## config.mk

```make
export PLATFORM = sky130hd
export DESIGN_NAME = log_line_field_locator_core
export DESIGN_NICKNAME = d
export VERILOG_FILES = /design/src/llfl_pkg.sv /design/src/llfl_front.sv /design/src/llfl_fifo.sv /design/src/llfl_back.sv /design/src/log_line_field_locator_core.sv
export SDC_FILE = /design/constraint.sdc
export NUM_CORES = 1
export LEC_CHECK = 0
export ABC_AREA = 1
export BUFFER_PORTS_ARGS = -buffer_cell sky130_fd_sc_hd__buf_4
export CORE_MARGIN = 10
export CORE_UTILIZATION = 52
export DETAILED_ROUTE_END_ITERATION = 10
export PLACE_DENSITY = 0.77
export SETUP_SLACK_MARGIN = 0.4
export SYNTH_ARGS = -nofsm -noshare
export SYNTH_HDL_FRONTEND = slang
export SYNTH_SLANG_ARGS = --single-unit
```

## constraint.sdc

```tcl
create_clock -name clk -period 3.6 [get_ports clk]
set_input_delay 0.36 -clock clk [delete_from_list [all_inputs] [get_ports clk]]
set_output_delay 0.36 -clock clk [all_outputs]
set_load 0.01 [all_outputs]
```

## src/llfl_pkg.sv

```systemverilog
// Shared types, character constants and the character classifier
// for the log line field locator. No dependencies.
package llfl_pkg;

	localparam logic [7:0] CH_LT    = 8'h3C;
	localparam logic [7:0] CH_GT    = 8'h3E;
	localparam logic [7:0] CH_DASH  = 8'h2D;
	localparam logic [7:0] CH_UNDER = 8'h5F;
	localparam logic [7:0] CH_COLON = 8'h3A;
	localparam logic [7:0] CH_DOT   = 8'h2E;
	localparam logic [7:0] CH_SPACE = 8'h20;
	localparam logic [7:0] CH_D0    = 8'h30;
	localparam logic [7:0] CH_D9    = 8'h39;
	localparam logic [7:0] CH_UA    = 8'h41;
	localparam logic [7:0] CH_UF    = 8'h46;
	localparam logic [7:0] CH_UZ    = 8'h5A;
	localparam logic [7:0] CH_LA    = 8'h61;
	localparam logic [7:0] CH_LF    = 8'h66;
	localparam logic [7:0] CH_LZ    = 8'h7A;

	localparam logic [3:0] TLC_RESET = 4'd3;
	localparam logic [3:0] IDC_RESET = 4'd4;

	localparam logic REG_TLC = 1'b0;
	localparam logic REG_IDC = 1'b1;

	typedef struct packed {
		logic [7:0] ch;
		logic       last;
	} in_item_t;

	typedef struct packed {
		logic        pc_found;
		logic [11:0] pc_start;
		logic [11:0] pc_end;
		logic        hw_found;
		logic [11:0] hw_start;
		logic [11:0] hw_end;
		logic        bts_found;
		logic [11:0] bts_start;
		logic [11:0] bts_end;
		logic [12:0] line_length;
		logic        too_long;
	} res_item_t;

	typedef struct packed {
		logic digit;
		logic alpha;
		logic hex;
		logic lt;
		logic gt;
		logic dash;
		logic under;
		logic colon;
		logic dot;
		logic space;
	} chr_class_t;

	function automatic chr_class_t classify(input logic [7:0] c);
		chr_class_t r;
		r.digit = (c >= CH_D0) && (c <= CH_D9);
		r.alpha = ((c >= CH_UA) && (c <= CH_UZ)) || ((c >= CH_LA) && (c <= CH_LZ));
		r.hex   = r.digit || ((c >= CH_UA) && (c <= CH_UF)) || ((c >= CH_LA) && (c <= CH_LF));
		r.lt    = (c == CH_LT);
		r.gt    = (c == CH_GT);
		r.dash  = (c == CH_DASH);
		r.under = (c == CH_UNDER);
		r.colon = (c == CH_COLON);
		r.dot   = (c == CH_DOT);
		r.space = (c == CH_SPACE);
		return r;
	endfunction

endpackage

```

## src/llfl_front.sv

```systemverilog
// Front end: accepts characters, classifies them and numbers their positions.
// Depends on llfl_pkg.
module llfl_front #(
	parameter int LINE_CAPACITY = 4096,
	localparam int PW = $clog2(LINE_CAPACITY),
	localparam int CW = $clog2(LINE_CAPACITY + 1)
) (
	input  logic                 clk,
	input  logic                 arst_n,
	input  llfl_pkg::in_item_t   item,
	input  logic                 item_valid,
	output logic                 item_ready,
	input  logic                 q_full,
	output logic                 push,
	output llfl_pkg::chr_class_t cls,
	output logic                 last,
	output logic                 ovf,
	output logic [PW-1:0]        pos
);

	logic [CW-1:0] pos_q;

	assign item_ready = !q_full;
	assign push       = item_valid && item_ready;
	assign cls        = llfl_pkg::classify(item.ch);
	assign last       = item.last;
	assign ovf        = (pos_q >= CW'(LINE_CAPACITY));
	assign pos        = ovf ? PW'(LINE_CAPACITY - 1) : pos_q[PW-1:0];

	always_ff @(posedge clk or negedge arst_n) begin
		if (!arst_n) begin
			pos_q <= '0;
		end else if (push) begin
			if (item.last) begin
				pos_q <= '0;
			end else if (!ovf) begin
				pos_q <= pos_q + CW'(1);
			end
		end
	end

endmodule

```

## src/llfl_fifo.sv

```systemverilog
// Short queue between the front end and the parser.
// No dependencies.
module llfl_fifo #(
	parameter int WIDTH = 8,
	parameter int DEPTH = 2,
	localparam int AW = (DEPTH > 1) ? $clog2(DEPTH) : 1,
	localparam int NW = $clog2(DEPTH + 1)
) (
	input  logic             clk,
	input  logic             arst_n,
	input  logic             push,
	input  logic [WIDTH-1:0] wr_data,
	input  logic             pop,
	output logic [WIDTH-1:0] rd_data,
	output logic             full,
	output logic             empty
);

	logic [WIDTH-1:0] mem_q [DEPTH];
	logic [AW-1:0]    wr_ptr_q;
	logic [AW-1:0]    rd_ptr_q;
	logic [NW-1:0]    count_q;

	assign full    = (count_q == NW'(DEPTH));
	assign empty   = (count_q == '0);
	assign rd_data = mem_q[rd_ptr_q];

	always_ff @(posedge clk) begin
		if (push) begin
			mem_q[wr_ptr_q] <= wr_data;
		end
	end

	always_ff @(posedge clk or negedge arst_n) begin
		if (!arst_n) begin
			wr_ptr_q <= '0;
			rd_ptr_q <= '0;
			count_q  <= '0;
		end else begin
			if (push) begin
				wr_ptr_q <= (wr_ptr_q == AW'(DEPTH - 1)) ? '0 : wr_ptr_q + AW'(1);
			end
			if (pop) begin
				rd_ptr_q <= (rd_ptr_q == AW'(DEPTH - 1)) ? '0 : rd_ptr_q + AW'(1);
			end
			if (push && !pop) begin
				count_q <= count_q + NW'(1);
			end else if (pop && !push) begin
				count_q <= count_q - NW'(1);
			end
		end
	end

endmodule

```

## src/llfl_back.sv

```systemverilog
// Back end: field parser state machine and the result register.
// Depends on llfl_pkg.
module llfl_back #(
	parameter int LINE_CAPACITY = 4096,
	localparam int PW = $clog2(LINE_CAPACITY),
	localparam int CW = $clog2(LINE_CAPACITY + 1)
) (
	input  logic                 clk,
	input  logic                 arst_n,
	input  logic [3:0]           tlc,
	input  logic [3:0]           idc,
	input  logic                 h_valid,
	input  llfl_pkg::chr_class_t h_cls,
	input  logic                 h_last,
	input  logic                 h_ovf,
	input  logic [PW-1:0]        h_pos,
	output logic                 pop,
	output llfl_pkg::res_item_t  res,
	output logic                 res_valid,
	input  logic                 res_ready
);

	localparam logic [3:0] ST_UNKNOWN    = 4'd0;
	localparam logic [3:0] ST_PC1        = 4'd1;
	localparam logic [3:0] ST_PC2        = 4'd2;
	localparam logic [3:0] ST_PC3        = 4'd3;
	localparam logic [3:0] ST_PC4        = 4'd4;
	localparam logic [3:0] ST_PC5        = 4'd5;
	localparam logic [3:0] ST_PC6        = 4'd6;
	localparam logic [3:0] ST_HW_LETTERS = 4'd7;
	localparam logic [3:0] ST_HW_DASH    = 4'd8;
	localparam logic [3:0] ST_HW_UNDER   = 4'd9;
	localparam logic [3:0] ST_HW_HEX     = 4'd10;
	localparam logic [3:0] ST_HW_ALNUM   = 4'd11;
	localparam logic [3:0] ST_BTS        = 4'd12;
	localparam logic [3:0] ST_STOP       = 4'd13;

	localparam int FB_PC  = 0;
	localparam int FB_HW  = 1;
	localparam int FB_BTS = 2;

	localparam int XW = 17;

	logic [3:0]    st_q, st_n;
	logic [3:0]    run_q, run_n;
	logic [2:0]    found_q, found_n;
	logic          ovf_q, ovf_n;
	logic [PW-1:0] pcs_q, pcs_n, pce_q, pce_n;
	logic [PW-1:0] hws_q, hws_n, hwe_q, hwe_n;
	logic [PW-1:0] btss_q, btss_n, btse_q, btse_n;
	logic [PW:0]   pos_p1;
	logic [PW-1:0] pos_p1_sat;
	logic [CW-1:0] len;
	logic          id_in_class;
	logic          res_valid_q;
	llfl_pkg::res_item_t res_q, res_n;

	function automatic logic [11:0] to12(input logic [PW-1:0] p);
		logic [XW-1:0] w;
		w = XW'(p);
		return w[11:0];
	endfunction

	assign pop       = h_valid && (!h_last || !res_valid_q || res_ready);
	assign res_valid = res_valid_q;
	assign res       = res_q;

	assign pos_p1     = {1'b0, h_pos} + (PW + 1)'(1);
	assign pos_p1_sat = (pos_p1 == (PW + 1)'(LINE_CAPACITY)) ? PW'(LINE_CAPACITY - 1)
	                                                         : pos_p1[PW-1:0];
	assign len         = h_ovf ? CW'(LINE_CAPACITY) : CW'(h_pos) + CW'(1);
	assign id_in_class = (st_q == ST_HW_HEX) ? h_cls.hex : (h_cls.alpha || h_cls.digit);

	always_comb begin
		logic [XW-1:0] len_w;
		st_n    = st_q;
		run_n   = run_q;
		found_n = found_q;
		ovf_n   = ovf_q || h_ovf;
		pcs_n   = pcs_q;
		pce_n   = pce_q;
		hws_n   = hws_q;
		hwe_n   = hwe_q;
		btss_n  = btss_q;
		btse_n  = btse_q;
		unique case (st_q)
			ST_UNKNOWN: begin
				if (!found_q[FB_PC] && h_cls.digit) begin
					st_n  = ST_PC1;
					pcs_n = h_pos;
				end else if (!found_q[FB_HW] && h_cls.alpha) begin
					st_n  = ST_HW_LETTERS;
					hws_n = h_pos;
					run_n = 4'd1;
				end else if (!found_q[FB_BTS] && h_cls.lt) begin
					st_n   = ST_BTS;
					btss_n = pos_p1_sat;
				end
			end
			ST_PC1: begin
				if (h_cls.dot) st_n = ST_PC2;
				else if (!h_cls.digit) st_n = ST_UNKNOWN;
			end
			ST_PC2: begin
				if (h_cls.space) st_n = ST_PC3;
				else if (!h_cls.digit) st_n = ST_UNKNOWN;
			end
			ST_PC3: begin
				if (h_cls.colon) st_n = ST_PC4;
				else if (!h_cls.digit) st_n = ST_UNKNOWN;
			end
			ST_PC4: begin
				if (h_cls.colon) st_n = ST_PC5;
				else if (!h_cls.digit) st_n = ST_UNKNOWN;
			end
			ST_PC5: begin
				if (h_cls.dot) st_n = ST_PC6;
				else if (!h_cls.digit) st_n = ST_UNKNOWN;
			end
			ST_PC6: begin
				if (!h_cls.digit) begin
					st_n           = ST_UNKNOWN;
					pce_n          = h_pos;
					found_n[FB_PC] = 1'b1;
				end
			end
			ST_HW_LETTERS: begin
				if (h_cls.dash && (run_q == tlc)) begin
					st_n = ST_HW_DASH;
				end else if (h_cls.under && (run_q == tlc)) begin
					st_n = ST_HW_UNDER;
				end else if (h_cls.alpha && (run_q < tlc)) begin
					run_n = run_q + 4'd1;
				end else begin
					st_n = ST_UNKNOWN;
				end
			end
			ST_HW_DASH: begin
				if (h_cls.hex) begin
					st_n  = ST_HW_HEX;
					run_n = 4'd1;
				end else begin
					st_n = ST_UNKNOWN;
				end
			end
			ST_HW_UNDER: begin
				if (h_cls.alpha || h_cls.digit) begin
					st_n  = ST_HW_ALNUM;
					run_n = 4'd1;
				end else begin
					st_n = ST_UNKNOWN;
				end
			end
			ST_HW_HEX, ST_HW_ALNUM: begin
				if (id_in_class) begin
					if (run_q < idc) run_n = run_q + 4'd1;
					else st_n = ST_UNKNOWN;
				end else begin
					st_n = ST_UNKNOWN;
					if (run_q == idc) begin
						hwe_n          = h_pos;
						found_n[FB_HW] = 1'b1;
					end
				end
			end
			ST_BTS: begin
				if (h_cls.gt) begin
					st_n            = ST_STOP;
					btse_n          = h_pos;
					found_n[FB_BTS] = 1'b1;
				end
			end
			ST_STOP: begin
			end
			default: begin
				st_n = ST_UNKNOWN;
			end
		endcase

		len_w             = XW'(len);
		res_n.pc_found    = found_n[FB_PC];
		res_n.pc_start    = found_n[FB_PC] ? to12(pcs_n) : 12'd0;
		res_n.pc_end      = found_n[FB_PC] ? to12(pce_n) : 12'd0;
		res_n.hw_found    = found_n[FB_HW];
		res_n.hw_start    = found_n[FB_HW] ? to12(hws_n) : 12'd0;
		res_n.hw_end      = found_n[FB_HW] ? to12(hwe_n) : 12'd0;
		res_n.bts_found   = found_n[FB_BTS];
		res_n.bts_start   = found_n[FB_BTS] ? to12(btss_n) : 12'd0;
		res_n.bts_end     = found_n[FB_BTS] ? to12(btse_n) : 12'd0;
		res_n.line_length = len_w[12:0];
		res_n.too_long    = ovf_n;
	end

	always_ff @(posedge clk) begin
		if (pop) begin
			pcs_q  <= pcs_n;
			pce_q  <= pce_n;
			hws_q  <= hws_n;
			hwe_q  <= hwe_n;
			btss_q <= btss_n;
			btse_q <= btse_n;
			if (h_last) begin
				res_q <= res_n;
			end
		end
	end

	always_ff @(posedge clk or negedge arst_n) begin
		if (!arst_n) begin
			st_q        <= ST_UNKNOWN;
			run_q       <= '0;
			found_q     <= '0;
			ovf_q       <= 1'b0;
			res_valid_q <= 1'b0;
		end else begin
			if (pop) begin
				if (h_last) begin
					st_q    <= ST_UNKNOWN;
					run_q   <= '0;
					found_q <= '0;
					ovf_q   <= 1'b0;
				end else begin
					st_q    <= st_n;
					run_q   <= run_n;
					found_q <= found_n;
					ovf_q   <= ovf_n;
				end
			end
			if (pop && h_last) begin
				res_valid_q <= 1'b1;
			end else if (res_ready) begin
				res_valid_q <= 1'b0;
			end
		end
	end

endmodule

```

## src/log_line_field_locator_core.sv

```systemverilog
// A line's result is registered when the parser pops its last character, which waits
// behind older queued characters and behind a held result. Throughput: one character
// per cycle while the queue has room; a two-entry queue parts the classifier from the
// parser, and a result register lets the next line start while a result waits. Reset
// clears all control state at once and sets the count registers to 3 and 4.
// Top level: configuration registers, front end, queue and parser.
// Depends on llfl_pkg, llfl_front, llfl_fifo and llfl_back.
module log_line_field_locator_core #(
	parameter int LINE_CAPACITY = 4096
) (
	input  logic                clk,
	input  logic                arst_n,
	input  logic                psel,
	input  logic                penable,
	input  logic                pwrite,
	input  logic [2:0]          paddr,
	input  logic [31:0]         pwdata,
	output logic [31:0]         prdata,
	output logic                pready,
	input  llfl_pkg::in_item_t  item,
	input  logic                item_valid,
	output logic                item_ready,
	output llfl_pkg::res_item_t res,
	output logic                res_valid,
	input  logic                res_ready
);

	localparam int PW    = $clog2(LINE_CAPACITY);
	localparam int EW    = $bits(llfl_pkg::chr_class_t) + 2 + PW;
	localparam int QUEUE = 2;

	logic [3:0]           tlc_q;
	logic [3:0]           idc_q;
	logic                 wr_en;
	logic                 push, pop, q_full, q_empty;
	llfl_pkg::chr_class_t f_cls, h_cls;
	logic                 f_last, f_ovf, h_last, h_ovf;
	logic [PW-1:0]        f_pos, h_pos;
	logic [EW-1:0]        q_wr, q_rd;

	assign pready = 1'b1;
	assign wr_en  = psel && penable && pwrite && pready;
	assign prdata = (paddr[2] == llfl_pkg::REG_IDC) ? {28'd0, idc_q} : {28'd0, tlc_q};

	always_ff @(posedge clk or negedge arst_n) begin
		if (!arst_n) begin
			tlc_q <= llfl_pkg::TLC_RESET;
			idc_q <= llfl_pkg::IDC_RESET;
		end else if (wr_en) begin
			if (paddr[2] == llfl_pkg::REG_TLC) tlc_q <= pwdata[3:0];
			else idc_q <= pwdata[3:0];
		end
	end

	llfl_front #(.LINE_CAPACITY(LINE_CAPACITY)) u_front (
		.clk        (clk),
		.arst_n     (arst_n),
		.item       (item),
		.item_valid (item_valid),
		.item_ready (item_ready),
		.q_full     (q_full),
		.push       (push),
		.cls        (f_cls),
		.last       (f_last),
		.ovf        (f_ovf),
		.pos        (f_pos)
	);

	assign q_wr = {f_cls, f_last, f_ovf, f_pos};

	llfl_fifo #(.WIDTH(EW), .DEPTH(QUEUE)) u_fifo (
		.clk     (clk),
		.arst_n  (arst_n),
		.push    (push),
		.wr_data (q_wr),
		.pop     (pop),
		.rd_data (q_rd),
		.full    (q_full),
		.empty   (q_empty)
	);

	assign {h_cls, h_last, h_ovf, h_pos} = q_rd;

	llfl_back #(.LINE_CAPACITY(LINE_CAPACITY)) u_back (
		.clk       (clk),
		.arst_n    (arst_n),
		.tlc       (tlc_q),
		.idc       (idc_q),
		.h_valid   (!q_empty),
		.h_cls     (h_cls),
		.h_last    (h_last),
		.h_ovf     (h_ovf),
		.h_pos     (h_pos),
		.pop       (pop),
		.res       (res),
		.res_valid (res_valid),
		.res_ready (res_ready)
	);

endmodule

```

==> After elaboration in Yosys (flattened, before gate mapping) <==
Memories as Yosys holds them, arrays and structs flattened.
Index checks and enable logic that the tools add are counted.
{ "op_classes": {"n_reduce_logical": 46, "mux": 69, "bitwise": 1, "add_sub_neg": 7, "eq_ne": 39, "order_cmp": 11} }
{ "op_table": {"columns": ["op", "n"], "rows": [
  ["12-bit 2-to-1 mux", 18],
  ["4-bit 2-to-1 mux", 29],
  ["4-bit one-hot mux with 13 select lines", 1],
  ["8-bit by 6-bit equality test with 1-bit output (second input constant)", 6],
  ["8-bit by 7-bit <= comparator with 1-bit output (second input constant)", 4],
  ["13-bit 2-to-1 mux", 2],
  ["4-bit equality test (second input constant)", 6],
  ["4-bit one-hot mux with 5 select lines", 1],
  ["1-bit logical AND", 18],
  ["4-bit by 3-bit equality test with 1-bit output (second input constant)", 4],
  ["8-bit by 7-bit greater-or-equal comparator with 1-bit output (second input constant)", 2],
  ["1-bit 2-to-1 mux", 15],
  ["3-bit by 2-bit inequality test with 1-bit output (second input constant)", 5],
  ["3-bit inequality test (second input constant)", 5],
  ["12-bit by 1-bit adder with 13-bit output (second input constant)", 1],
  ["13-bit by 1-bit adder with 13-bit output (second input constant)", 1],
  ["13-bit equality test (second input constant)", 1],
  ["13-bit greater-or-equal comparator (second input constant)", 1],
  ["11-bit AND reduction", 1],
  ["1-bit logical NOT", 9],
  ["4-bit by 2-bit equality test with 1-bit output (second input constant)", 2],
  ["4-bit equality test", 2],
  ["8-bit by 7-bit equality test with 1-bit output (second input constant)", 1],
  ["8-bit by 6-bit greater-or-equal comparator with 1-bit output (second input constant)", 1],
  ["other kinds (23)", 37]
]} }
{ "word_totals": {"regBits": 199, "in_bits": 51, "mem_bits_rw": 48, "mem_count": 1} }
{ "memory_table": {"columns": ["memory", "depth", "word_bits", "rd", "rd_clocked_by_memory_dff", "wr", "line_no", "rtl"], "rows": [
  ["u_fifo.mem_q", 2, 24, 1, 0, 1, "llfl_fifo.sv:19", "logic [WIDTH-1:0] mem_q [DEPTH];"]
]} }

==> Logic depth before layout (Yosys ltp) <==
Gate-level depths: netlist of the first run.
An unclocked memory read counts as a cell.
{ "logic_depth": {"ltp_word": 8, "mapped_depth": 15} }

==> By module <==
A second synthesis of the first run with hierarchy kept.
{ "hier_totals": {"cells_unflattened": 1190, "hier_area_um2": 12012.8} }
{ "by_module_without_submodules": {"columns": ["mod", "instances", "area_per_inst_um2", "cells_per_inst"], "rows": [
  ["llfl_back", 1, 8175.3, 818],
  ["llfl_fifo", 1, 2040.7, 100],
  ["llfl_front", 1, 1163.6, 189],
  ["log_line_field_locator_core", 1, 633.1, 83]
]} }

==> Worst setup path before layout of the first run <==
Ideal clock, no wire load.
{ "synth_path": {"path_type": "reg-to-reg", "from": "register u_fifo.rd_ptr_q", "to": "register u_back.res_q (netlist bit u_back.res[0]) (enable)", "setup_slack_ns": 0.141, "period_less_slack_ns": 3.459, "arrival_ns": 3.054, "path_stages_with_launch": 9, "cell_sequence": "dfrtp_1 > buf_4 > nand2_1 > nand2_4 > nand2_1 > o21ai_2 > inv_2 > nand2_2 > inv_2"} }
{ "synth_between": {"elab_chain_len": 6} }
{ "synth_rtl": {"columns": ["item", "line_no", "rtl"], "rows": [
  ["start, declared", "llfl_fifo.sv:21", "logic [AW-1:0] rd_ptr_q;"],
  ["start signal, assigned", "llfl_fifo.sv:44", "rd_ptr_q <= (rd_ptr_q == AW'(DEPTH - 1)) ? '0 : rd_ptr_q + AW'(1);"],
  ["memory 2 x 24 bit", null, null],
  ["1-bit logical NOT", "llfl_back.sv:64", "assign pop = h_valid && (!h_last || !res_valid_q || res_ready);"],
  ["1-bit logical OR (2 in a row)", "llfl_back.sv:64", null],
  ["1-bit logical AND", "llfl_back.sv:64", null],
  ["via pop", "log_line_field_locator_core.sv:35", "logic push, pop, q_full, q_empty;"],
  ["2-bit AND reduction (no source line)", null, null],
  ["end signal, assigned", "llfl_back.sv:203", "res_q <= res_n;"],
  ["end, declared", "llfl_back.sv:56", "llfl_pkg::res_item_t res_q, res_n;"]
]} }
The timed path passes the listed nets, and every way through them passes these cells.
A chain may end at the register's enable or synchronous reset.

==> Worst setup path after layout of the first run <==
{ "layout_path": {"from": "register u_fifo.rd_ptr_q", "to": "register u_back.res_q (netlist bit u_back.res[1]) (enable)"} }
The elaborated chain is that of the path after synthesis.

==> metrics.cfg, run 1 <==
[run_status]
status=completed

[detailed_routing]
drcViolationCount=0
vias=8121
antenna_left=0
wl_per_cell_um=15.9
drt-initial-drc-count=588
via_per_inst=5.06
dr.pass1.iters=5
drt_wl_total_um=25400

[floorplan]
die_height_um=169
pin_count=175
coreArea_sq_mm=0.0219
die_area_sq_mm=0.0287
die-width_um=169
initial_utilization_pct=53.1
rows=54

[cells_and_area]
multi_input_area_sq_mm=0.00343
final_util_pct=61.4
drive_above_1_share_pct=18.6
nFillCells=1819
area.sequential_sq_mm=0.00723
diodes=0
nets=1369
areaGrowthSynthToFinish_pct=15.8

[timing]
finalHoldViolCount=0
period_needed_ns=2.70
setup_tns_ns=0
drv_slew=0
tightest_slew_ns=1.15
finClkSkew_ns=0.0134
rsz0062_at_grt=false
fmax_ghz=0.371
setup_viol=0
slew_headroom_pct=23.5
min_period_over_period_pct=74.9

[critical_path]
end_kind=register
arrival_ns=2.82
critPathMaxFanout=92
cp.required_ns=3.73
worst-setup-path-type=reg2reg
critPathLaunchType=register
rrSetupSlack_ns=0.90

[global_routing]
gr-total-overflow=0
grt_max_degree=93
top_usage_layer=met2
track_usage_pct=17.1
met1_usage_pct=22.9
globalRouteMet3Util_pct=3.22
use_met2_pct=27.6
grt_pass1_vias=7912
grt_pass1_wl_um=40400
grt_antenna_before_repair=0

[placed_design]
place_hpwl_um=17500
port_buffers=115
place_congestion=0.889

[clock_tree]
cts_buffers=26
clkLatencyLatePin_ns=0.52
cts.clk_slew.worst_paths_ns=0.06
cts_sinks=247
cts_buffer_depth=3
cts.repair_timing.setup_buffer_count=0
clockRootBuffer=clkbuf_16
htreeDepth=1
tritoncts=done

[synth]
synth_ff_type=edfxtp_1
async_flop_share_pct=15.4
synth.distinct_cells=44
avgSynthCellArea_sq_um=9.80
yosys_warnings=0
synth_area_sq_mm=0.0116
postSynthCellCount=1185
synth_seq_cells=247
yosysSeqAreaShare_pct=62.2
synth_edf_count=209

[power]
vdd_drop_max_v=0.000464
p_leak_nw=6.09
power.density_mw_per_mm2=894

[run]
timing.max_cap.violations=0

[hold_path]
min_path_type=in2reg

-- cell families after synthesis --
kind of cell    count (synthesis)  share of synthesized area [%]
compound gates                128                           6.16
other cells                     2                         0.0647
fa+ha+maj                      14                           1.51
simple gates                  554                           20.6
flops                         247                           62.2
buf+inv                       236                           9.17
xor+xnor                        4                          0.302
-- routing by layer --
| layer | wire length (um) | vias to the layer above | share of wire [%] |
|---|---|---|---|
| li1 | - | 4038 | - |
| met5 | 0 | - | 0 |
| met4 | 660 | 0 | 2.6 |
| met2 | 11900 | 279 | 47 |
| met1 | 11100 | 3762 | 44 |
| met3 | 1810 | 42 | 7.1 |
-- power by group --
group          switching (mW)  internal, mW  leakage, nW  total (mW)
registers               0.354          4.71         2.55        5.07
logic                    2.98          1.35         3.13        4.34
clock network            1.08          1.53        0.417        2.61
total                    4.42          7.59         6.09        12.0
-- cells in the mapped netlist, types with 15 or more instances --
master | instances | area [sq um]
nor2_1 | 146 | 548
buf_4 | 33 | 248
a21oi_1 | 22 | 110
nand3_1 | 51 | 255
o21ai_0 | 74 | 370
edfxtp_1 | 209 | 6280
nand4_1 | 15 | 93.8
inv_1 | 167 | 627
or2_2 | 20 | 125
dfrtp_1 | 35 | 876
nand2_2 | 18 | 113
nand2_1 | 270 | 1010
-- critical path: stages (launching register included) --
cell and delay, ns:
dfrtp_1 0.39, buf_4 0.24, nand2_1 0.14, nand2_4 0.12
nand2_1 0.10, o21ai_2 0.15, inv_2 0.10, nand2_2 0.14
inv_4 0.82
-- path summary, 6_finish.rpt --
check | from | end | cells after the start
setup reg to reg | u_fifo.rd_ptr_q | u_back.res[1] | 8
hold / removal | res_ready | u_back.res_valid | 2
hold reg to reg | tlc_q[3] | tlc_q[3] | 2
min in group asynchronous | arst_n | u_front.pos_q[11] | 2
setup / recovery | u_fifo.rd_ptr_q | u_back.res[1] | 8
max in group asynchronous | arst_n | tlc_q[0] | 2
-- metrics by stage --
step / instance area (sq um) / cells / hold WS [ns] / setup WS (ns) / total power, mW
global route: 13400 / 1604 / 0.0504 / 0.730 / 12.8
detailed placement: 12600 / 1555 / 0.380 / 0.914 / 9.46
CTS: 13400 / 1604 / 0.0218 / 0.889 / 12.1
global placement: 12600 / 1555 / 0.375 / 0.984 / 9.28
floorplan: 11700 / 1212 / 0.0644 / 0.513 / 7.81
finish: 13400 / 1604 / 0.0308 / 0.904 / 12.0
-- cell usage in the layout (no fill, tap or decap), types with 2 or more instances in the layout --
master,n
clkinv_2,7
or2_2,20
nand2_1,270
clkinvlp_4,3
dfstp_2,3
or2_0,3
o21ai_1,13
nor2_2,10
clkbuf_1,4
nand3_2,2
a21oi_1,22
nand2_4,2
nor2_1,144
edfxtp_1,209
ha_1,14
or2_1,3
xnor2_1,2
inv_2,10
clkbuf_16,27
o21ai_0,74
inv_1,167
nor3_1,7
dfrtp_1,35
nor4_1,3
o21ai_2,10
nand4_1,15
conb_1,29
xor2_1,2
nor2_4,3
nand3b_1,2
nand3_1,51
nand2_2,18
clkbuf_8,4
buf_4,121
-- cell type report --
type                       count  share of cell area [%]
tap                          280                    2.61
clock buffer                  35                    5.55
inverter                     178                    4.99
timing repair buffer         122                    6.83
clock inverter                13                   0.782
multi-input combinational    729                    25.5
sequential                   247                    53.8
-- repair_timing --
| item | in CTS | in global routing |
|---|---|---|
| hold buffers | 1 | 0 |
| gates resized for setup | 0 | 0 |
| hold endpoints to repair | 35 | 0 |
| setup endpoints to repair | 0 | 0 |
-- registers in the layout, indices dropped and copies added, names as in the netlist --
name              count
u_back.pcs_q         12
u_back.btss_q        12
u_fifo.count_q        2
u_back.st_q           4
u_back.ovf_q          1
u_fifo.mem_q         48
u_back.hwe_q         12
tlc_q                 4
u_back.res           89
u_back.run_q          4
u_back.hws_q         12
u_front.pos_q        13
u_fifo.wr_ptr_q       1
u_fifo.rd_ptr_q       1
idc_q                 4
u_back.pce_q         12
u_back.btse_q        12
u_back.res_valid      1
u_back.found_q        3
(Power assumes the default switching activity.)
==> inputs of run 2 (changes only) <==
--- a/config.mk
+++ b/config.mk
@@ -8,9 +8,9 @@
 export ABC_AREA = 1
 export BUFFER_PORTS_ARGS = -buffer_cell sky130_fd_sc_hd__buf_4
 export CORE_MARGIN = 10
-export CORE_UTILIZATION = 52
+export CORE_UTILIZATION = 57
 export DETAILED_ROUTE_END_ITERATION = 10
-export PLACE_DENSITY = 0.77
+export PLACE_DENSITY = 0.8
 export SETUP_SLACK_MARGIN = 0.4
 export SYNTH_ARGS = -nofsm -noshare
 export SYNTH_HDL_FRONTEND = slang
==> constraint.sdc (replaced) <==
create_clock -name clk -period 2.6 [get_ports clk]
set_input_delay 0.26 -clock clk [delete_from_list [all_inputs] [get_ports clk]]
set_output_delay 0.26 -clock clk [all_outputs]
set_load 0.01 [all_outputs]
==> metrics.cfg, run 2 (synthesized netlist as in run 1, its figures left out) <==
[run_status]
status=completed  ; unchanged

[global_routing]
gr-total-overflow=0  ; unchanged
grt_pass1_vias=8051  ; was 7912
grt_pass1_wl_um=40600  ; was 40400 um
grt_antenna_before_repair=0  ; unchanged
track_usage_pct=18.7  ; was 17.1%
grt_max_degree=76  ; was 93

[floorplan]
die_height_um=163  ; was 169 um
rows=52  ; was 54
die_area_sq_mm=0.0265  ; was 0.0287 sq mm
die-width_um=163  ; was 169 um
coreArea_sq_mm=0.0202  ; was 0.0219 sq mm
pin_count=175  ; unchanged
initial_utilization_pct=57.6  ; was 53.1%

[timing]
slew_headroom_pct=63.8  ; was 23.5%
setup_viol=0  ; unchanged
fmax_ghz=0.453  ; was 0.371 GHz
rsz0062_at_grt=true  ; was false
tightest_slew_ns=0.538  ; was 1.15 ns
setup_tns_ns=0  ; unchanged
finalHoldViolCount=0  ; unchanged
finClkSkew_ns=0.0101  ; was 0.0134 ns
min_period_over_period_pct=84.8  ; was 74.9%
drv_slew=0  ; unchanged
period_needed_ns=2.21  ; was 2.70 ns

[power]
power.density_mw_per_mm2=1230  ; was 894 mW/mm^2
vdd_drop_max_v=0.000888  ; was 0.000464 V
p_leak_nw=6.28  ; was 6.09 nW
power_mw=17.2  ; was 12.0 mW

[hold_path]
min-delay-start=pwdata[3]  ; was res_ready
worstHoldPathCells=3  ; was 2
min_to=idc_q[3]  ; was u_back.res_valid
min_path_type=in2reg  ; unchanged

[critical_path]
rrSetupSlack_ns=0.39  ; was 0.90 ns
r2r-start=u_fifo.rd_ptr_q  ; unchanged
worst_path_max_delay_cell=dfrtp_2  ; was inv_4
critPathMaxFanout=11  ; was 92
cp.required_ns=2.97  ; was 3.73 ns
crit_chain=buf_4 > inv_6 > nand2_1 > nand2_1 > nand2_1 > nor2_4 > nand2_2 > nor2_4 > nand2_4 > nand2_1 > o21ai_2 > nor2_1  ; was buf_4 > nand2_1 > nand2_4 > nand2_1 > o21ai_2 > inv_2 > nand2_2 > inv_4
worst-setup-path-type=reg2reg  ; unchanged
rr_endpoint=u_back.res[31]  ; was u_back.res[1]
end_kind=register  ; unchanged
r2r_cells=12  ; was 8
arrival_ns=2.58  ; was 2.82 ns
slowest_delay_ns=0.50  ; was 0.82 ns
critPathLaunchType=register  ; unchanged
crit_top_cell=nand2_1  ; unchanged

[clock_tree]
htreeDepth=1  ; unchanged
clkLatencyLatePin_ns=0.52  ; about the same
clockRootBuffer=clkbuf_16  ; unchanged
cts.clk_slew.worst_paths_ns=0.06  ; about the same
cts_buffers=25  ; was 26
tritoncts=done  ; unchanged
cts_sinks=247  ; unchanged
cts_buffer_depth=3  ; unchanged

[placed_design]
place_hpwl_um=17800  ; was 17500 um
port_buffers=115  ; unchanged
place_congestion=0.872  ; was 0.889
post-place-cells=1553  ; was 1555

[run]
timing.max_cap.violations=0  ; unchanged

[cells_and_area]
diodes=0  ; unchanged
areaGrowthSynthToFinish_pct=20.3  ; was 15.8%
largest_reg_flops=89  ; unchanged
layout_commonest_cell=nand2_1  ; unchanged
nets=1409  ; was 1369
mostFrequentLayoutCells=nand2_1, edfxtp_1, inv_1  ; unchanged
nFillCells=1507  ; was 1819
instances_no_fill=1631  ; was 1604
drive_above_1_share_pct=22.3  ; was 18.6%

[detailed_routing]
dr.pass1.iters=7  ; was 5
drcViolationCount=0  ; unchanged
antenna_left=0  ; unchanged
drt-initial-drc-count=684  ; was 588
via_per_inst=5.23  ; was 5.06
drt_wl_total_um=26800  ; was 25400 um
vias=8524  ; was 8121
wl_per_cell_um=16.5  ; was 15.9 um

run 2: what timing repair did:
item,CTS,global route
gates cloned,3,9
pin swaps,0,11
hold buffers,6,0
endpoints found under the hold margin,41,0
gates resized for setup,17,55
endpoints found under the setup margin,187,133
buffers inserted,0,16
run 2: area by class of cell:
cell class                 instances  area, sq um  area share [%]
timing repair buffer             153         1250            8.94
multi-input combinational        730         3580            25.6
tap                              270          338            2.42
clock buffer                      35          663            4.75
clock inverter                     9         76.3           0.546
inverter                         178          757            5.42
timing repair inverter             9         77.6           0.555
sequential                       247         7230            51.8
run 2: power breakdown:
part,switching [mW],internal (mW),total [mW]
registers,0.529,6.49,7.02
clock network,1.43,1.88,3.31
logic,4.47,2.35,6.83
run 2: worst max-delay path: cells and delay by family, from the launching register on:
family / cells / cell delay (ns)
buffers and inverters: 2 / 0.29
DFF: 1 / 0.50
and+or+nand+nor: 9 / 1.19
AOI/OAI and AO/OA: 1 / 0.07
run 2: how the worst max path moves through the flow:
stage / startpoint / end / slack, ns / depth (start not counted)
final: u_fifo.rd_ptr_q / u_back.res[31] / 0.39 / 12
after global routing: u_fifo.rd_ptr_q / u_back.res[31] / 0.33 / 12
after global placement: u_fifo.rd_ptr_q / u_back.res[34] / 0.29 / 11
after CTS: idc_q[2] / u_back.res[42] / 0.40 / 11
after detailed placement: u_fifo.rd_ptr_q / u_back.res[36] / 0.23 / 11
after floorplan: u_fifo.rd_ptr_q / u_back.res[0] / 0.42 / 8
run 2: per-stage QoR:
step | hold slack (ns) | instance area [sq um] | worst slack (ns) | util [%]
CTS | 0.0159 | 13600 | 0.402 | 67.3
global route | 0.0567 | 14000 | 0.328 | 69.3
global placement | 0.266 | 12700 | 0.293 | 62.9
finish | 0.0177 | 14000 | 0.395 | 69.3
detailed placement | 0.269 | 12700 | 0.232 | 62.9
floorplan | -0.0356 | 11800 | 0.419 | -
run 2: per-layer routing:
metal	vias to the layer above	wire length, um	GRT usage [%]
met3	42	2260	3.89
met5	-	0	0
met2	355	13000	31.3
met1	4009	11100	24.2
li1	4118	-	-
met4	0	505	5.16
==> inputs of run 3 (changes only) <==
--- a/config.mk
+++ b/config.mk
@@ -5,12 +5,12 @@
 export SDC_FILE = /design/constraint.sdc
 export NUM_CORES = 1
 export LEC_CHECK = 0
-export ABC_AREA = 1
+export ABC_AREA = 0
 export BUFFER_PORTS_ARGS = -buffer_cell sky130_fd_sc_hd__buf_4
 export CORE_MARGIN = 10
-export CORE_UTILIZATION = 57
+export CORE_UTILIZATION = 51
 export DETAILED_ROUTE_END_ITERATION = 10
-export PLACE_DENSITY = 0.8
+export PLACE_DENSITY = 0.76
 export SETUP_SLACK_MARGIN = 0.4
 export SYNTH_ARGS = -nofsm -noshare
 export SYNTH_HDL_FRONTEND = slang
==> constraint.sdc (replaced) <==
create_clock -name clk -period 1.97 [get_ports clk]
set_input_delay 0.197 -clock clk [delete_from_list [all_inputs] [get_ports clk]]
set_output_delay 0.197 -clock clk [all_outputs]
set_load 0.01 [all_outputs]
==> metrics.cfg, run 3 <==
[run_status]
status=finished, violations left  ; was completed
violations=setup timing

[cells_and_area]
nFillCells=1362  ; was 1507
instances_no_fill=1510  ; was 1631
diodes=0  ; unchanged
final_util_pct=72.4  ; was 69.3%
nets=1275  ; was 1409
areaGrowthSynthToFinish_pct=40.2  ; was 20.3%
layout_commonest_cell=buf_4  ; was nand2_1
largest_reg_flops=89  ; unchanged
drive_above_1_share_pct=43.4  ; was 22.3%
mostFrequentLayoutCells=buf_4, edfxtp_1, nor2_1  ; was nand2_1, edfxtp_1, inv_1

[hold_path]
worstHoldPathCells=2  ; was 3
min_to=u_fifo.mem_q[0][14]  ; was idc_q[3]
min_path_type=in2reg  ; unchanged
min-delay-start=item[5]  ; was pwdata[3]

[timing]
tightest_slew_ns=0.608  ; was 0.538 ns
setup_tns_ns=-46.18  ; was 0 ns
min_period_over_period_pct=122  ; was 84.8%
finalHoldViolCount=0  ; unchanged
finClkSkew_ns=0.0255  ; was 0.0101 ns
setup_viol=281  ; was 0
period_needed_ns=2.41  ; was 2.21 ns
drv_slew=0  ; unchanged
fmax_ghz=0.416  ; was 0.453 GHz
rsz0062_at_grt=true  ; unchanged
fin_ws_ns=-0.436  ; was 0.395 ns
slew_headroom_pct=58.6  ; was 63.8%

[synth]
yosysSeqAreaShare_pct=64.3  ; was 62.2%
avgSynthCellArea_sq_um=12.2  ; was 9.80 sq um
postSynthCellCount=924  ; was 1185
yosysMostFrequentCell=edfxtp_1  ; was nand2_1
synth_area_leaders=edfxtp_1, dfrtp_1, nor2_1  ; was edfxtp_1, nand2_1, dfrtp_1
synth_edf_count=209  ; unchanged
synth_top_area_share_pct=55.9  ; was 54.0%
yosys_warnings=0  ; unchanged
synth_area_sq_mm=0.0112  ; was 0.0116 sq mm
synth.distinct_cells=69  ; was 44
yosys.area.top_type=edfxtp_1  ; unchanged
synth_commonest_cells=edfxtp_1, nor2_1, nand2_1  ; was nand2_1, edfxtp_1, inv_1
synth_seq_cells=247  ; unchanged
async_flop_share_pct=15.4  ; unchanged
synth_ff_type=edfxtp_1  ; unchanged

[power]
power.density_mw_per_mm2=1670  ; was 1230 mW/mm^2
vdd_drop_max_v=0.000821  ; was 0.000888 V
seq_power_share_pct=36.3  ; was 40.9%
switching_share_pct=34.6  ; was 37.5%
internal_power_mw=17.2  ; was 10.7 mW
p_switching_mw=9.10  ; was 6.43 mW
power_mw=26.3  ; was 17.2 mW
power_frac_comb_pct=45.0  ; was 39.8%
clkPwrFrac_pct=18.7  ; was 19.3%
p_leak_nw=6.44  ; was 6.28 nW

[critical_path]
critPathMaxFanout=5  ; was 11
critPathLaunchType=register  ; unchanged
end_kind=register  ; unchanged
cp.required_ns=2.37  ; was 2.97 ns
rr_endpoint=u_back.btss_q[3]  ; was u_back.res[31]
rrSetupSlack_ns=-0.44  ; was 0.39 ns
r2r_cells=10  ; was 12
arrival_ns=2.81  ; was 2.58 ns
worst-setup-path-type=reg2reg  ; unchanged
r2r-start=u_fifo.rd_ptr_q  ; unchanged

[floorplan]
rows=54  ; was 52
pin_count=175  ; unchanged
die-width_um=168  ; was 163 um
die_height_um=168  ; was 163 um
initial_utilization_pct=51.7  ; was 57.6%
die_area_sq_mm=0.0284  ; was 0.0265 sq mm
coreArea_sq_mm=0.0218  ; was 0.0202 sq mm

[detailed_routing]
vias=8550  ; was 8524
dr.pass1.iters=5  ; was 7
drcViolationCount=0  ; unchanged
drt-initial-drc-count=656  ; was 684
antenna_left=0  ; unchanged
via_per_inst=5.66  ; was 5.23
wl_per_cell_um=20.4  ; was 16.5 um
drt_wl_total_um=30900  ; was 26800 um

[clock_tree]
tritoncts=done  ; unchanged
cts.clk_slew.worst_paths_ns=0.06  ; about the same
cts_buffer_depth=3  ; unchanged
cts_buffers=26  ; was 25
clockRootBuffer=clkbuf_16  ; unchanged
cts_sinks=247  ; unchanged
clkLatencyLatePin_ns=0.54  ; was 0.52 ns
htreeDepth=1  ; unchanged

[global_routing]
track_usage_pct=19.0  ; was 18.7%
grt_antenna_before_repair=0  ; unchanged
grt_max_degree=53  ; was 76
gr-total-overflow=0  ; unchanged
grt_pass1_wl_um=44100  ; was 40600 um
grt_pass1_vias=8315  ; was 8051

[placed_design]
post-place-cells=1410  ; was 1553
port_buffers=115  ; unchanged
place_congestion=0.911  ; was 0.872
place_hpwl_um=18900  ; was 17800 um
pre_cts_slack_ns=-0.433  ; was 0.232 ns

[run]
timing.max_cap.violations=0  ; unchanged

[run 3: cell types whose count changed after synthesis, moves of 11 or more]
| cell | before | now |
|---|---|---|
| o21ai_1 | 13 | 2 |
| mux2i_1 | 0 | 23 |
| nand2b_1 | 0 | 11 |
| clkbuf_1 | 5 | 26 |
| nand3_1 | 51 | 16 |
| nand2_2 | 18 | 1 |
| nor2b_1 | 0 | 12 |
| o21ai_0 | 74 | 41 |
| inv_1 | 167 | 26 |
| and2_1 | 0 | 64 |
| a21oi_1 | 22 | 60 |
| nor2_1 | 146 | 109 |
| mux2_2 | 0 | 13 |
| nand2_1 | 270 | 66 |
[run 3: layer usage]
metal | up-vias | part of all wire (%) | GRT usage (%)
met2 | 412 | 49 | 31.0
li1 | 3855 | - | -
met1 | 4180 | 40 | 25.0
met3 | 103 | 7.0 | 2.91
met4 | 0 | 3.8 | 7.12
met5 | - | 0 | 0
[run 3: timing repair]
item,4_1_cts,5_1_grt
buffers inserted,16,17
cloned,5,7
hold buffers,7,0
resized for setup,61,122
pin swaps,21,19
endpoints found under the hold margin,47,0
endpoints found under the setup margin,346,350
[run 3: layout make-up]
cell class / instances / area (sq um) / area share (%)
multi-input combinational: 609 / 4440 / 28.2
tap: 280 / 350 / 2.22
timing repair buffer: 299 / 2750 / 17.4
sequential: 247 / 7230 / 45.9
clock buffer: 37 / 752 / 4.77
clock inverter: 11 / 123 / 0.778
inverter: 27 / 116 / 0.738
[run 3: power by group through the flow]
stage | clock, mW | sequential, mW | combinational (mW)
final | 4.92 | 9.52 | 11.8
after global routing | 5.16 | 9.70 | 12.6
after CTS | 4.96 | 9.41 | 10.3
after detailed placement | 0 | 9.47 | 9.41
after global placement | 0 | 9.37 | 9.16
after floorplan | 0 | 9.71 | 4.60
[run 3: critical path: stages, from the launching register on]
cell      delay [ns]
dfrtp_2         0.49
mux2i_4         0.22
inv_2           0.09
ha_4            0.14
nand4b_1        0.14
a221oi_2        0.30
buf_4           0.17
nand4_1         0.15
a21oi_4         0.24
nand2b_4        0.20
o22a_1          0.14
[run 3: how the worst max path moves through the flow]
stage / slack [ns] / startpoint / to / cells after the start
global route: -0.50 / u_fifo.rd_ptr_q / u_back.btss_q[3] / 10
CTS: -0.32 / u_fifo.rd_ptr_q / u_back.btss_q[2] / 10
finish: -0.44 / u_fifo.rd_ptr_q / u_back.btss_q[3] / 10
floorplan: -2.02 / u_fifo.rd_ptr_q / u_back.res[0] / 6
global placement: -0.34 / u_fifo.rd_ptr_q / u_back.res[87] / 6
detailed placement: -0.43 / u_fifo.rd_ptr_q / u_back.res[86] / 6
[run 3: cell families (layout without fill, tap and decap cells)]
logic type	after synthesis	after routing	share of synthesized area, %
and+or+nand+nor	356	358	16.4
DFF	247	247	64.3
muxes	36	36	3.35
AOI/OAI and AO/OA	150	150	8.06
xor gates and xnor gates	22	22	1.71
other	2	29	0.0668
adders and majority gates	14	14	1.56
buffers and inverters	97	374	4.52
[run 3: per-stage QoR]
step / hold WS, ns / instance area, sq um
after CTS: 0.00434 / 15000
after floorplan: -0.0986 / 11700
final: 0.0208 / 15800
after global routing: 0.0290 / 15800
after detailed placement: 0.221 / 13600
after global placement: 0.211 / 13600
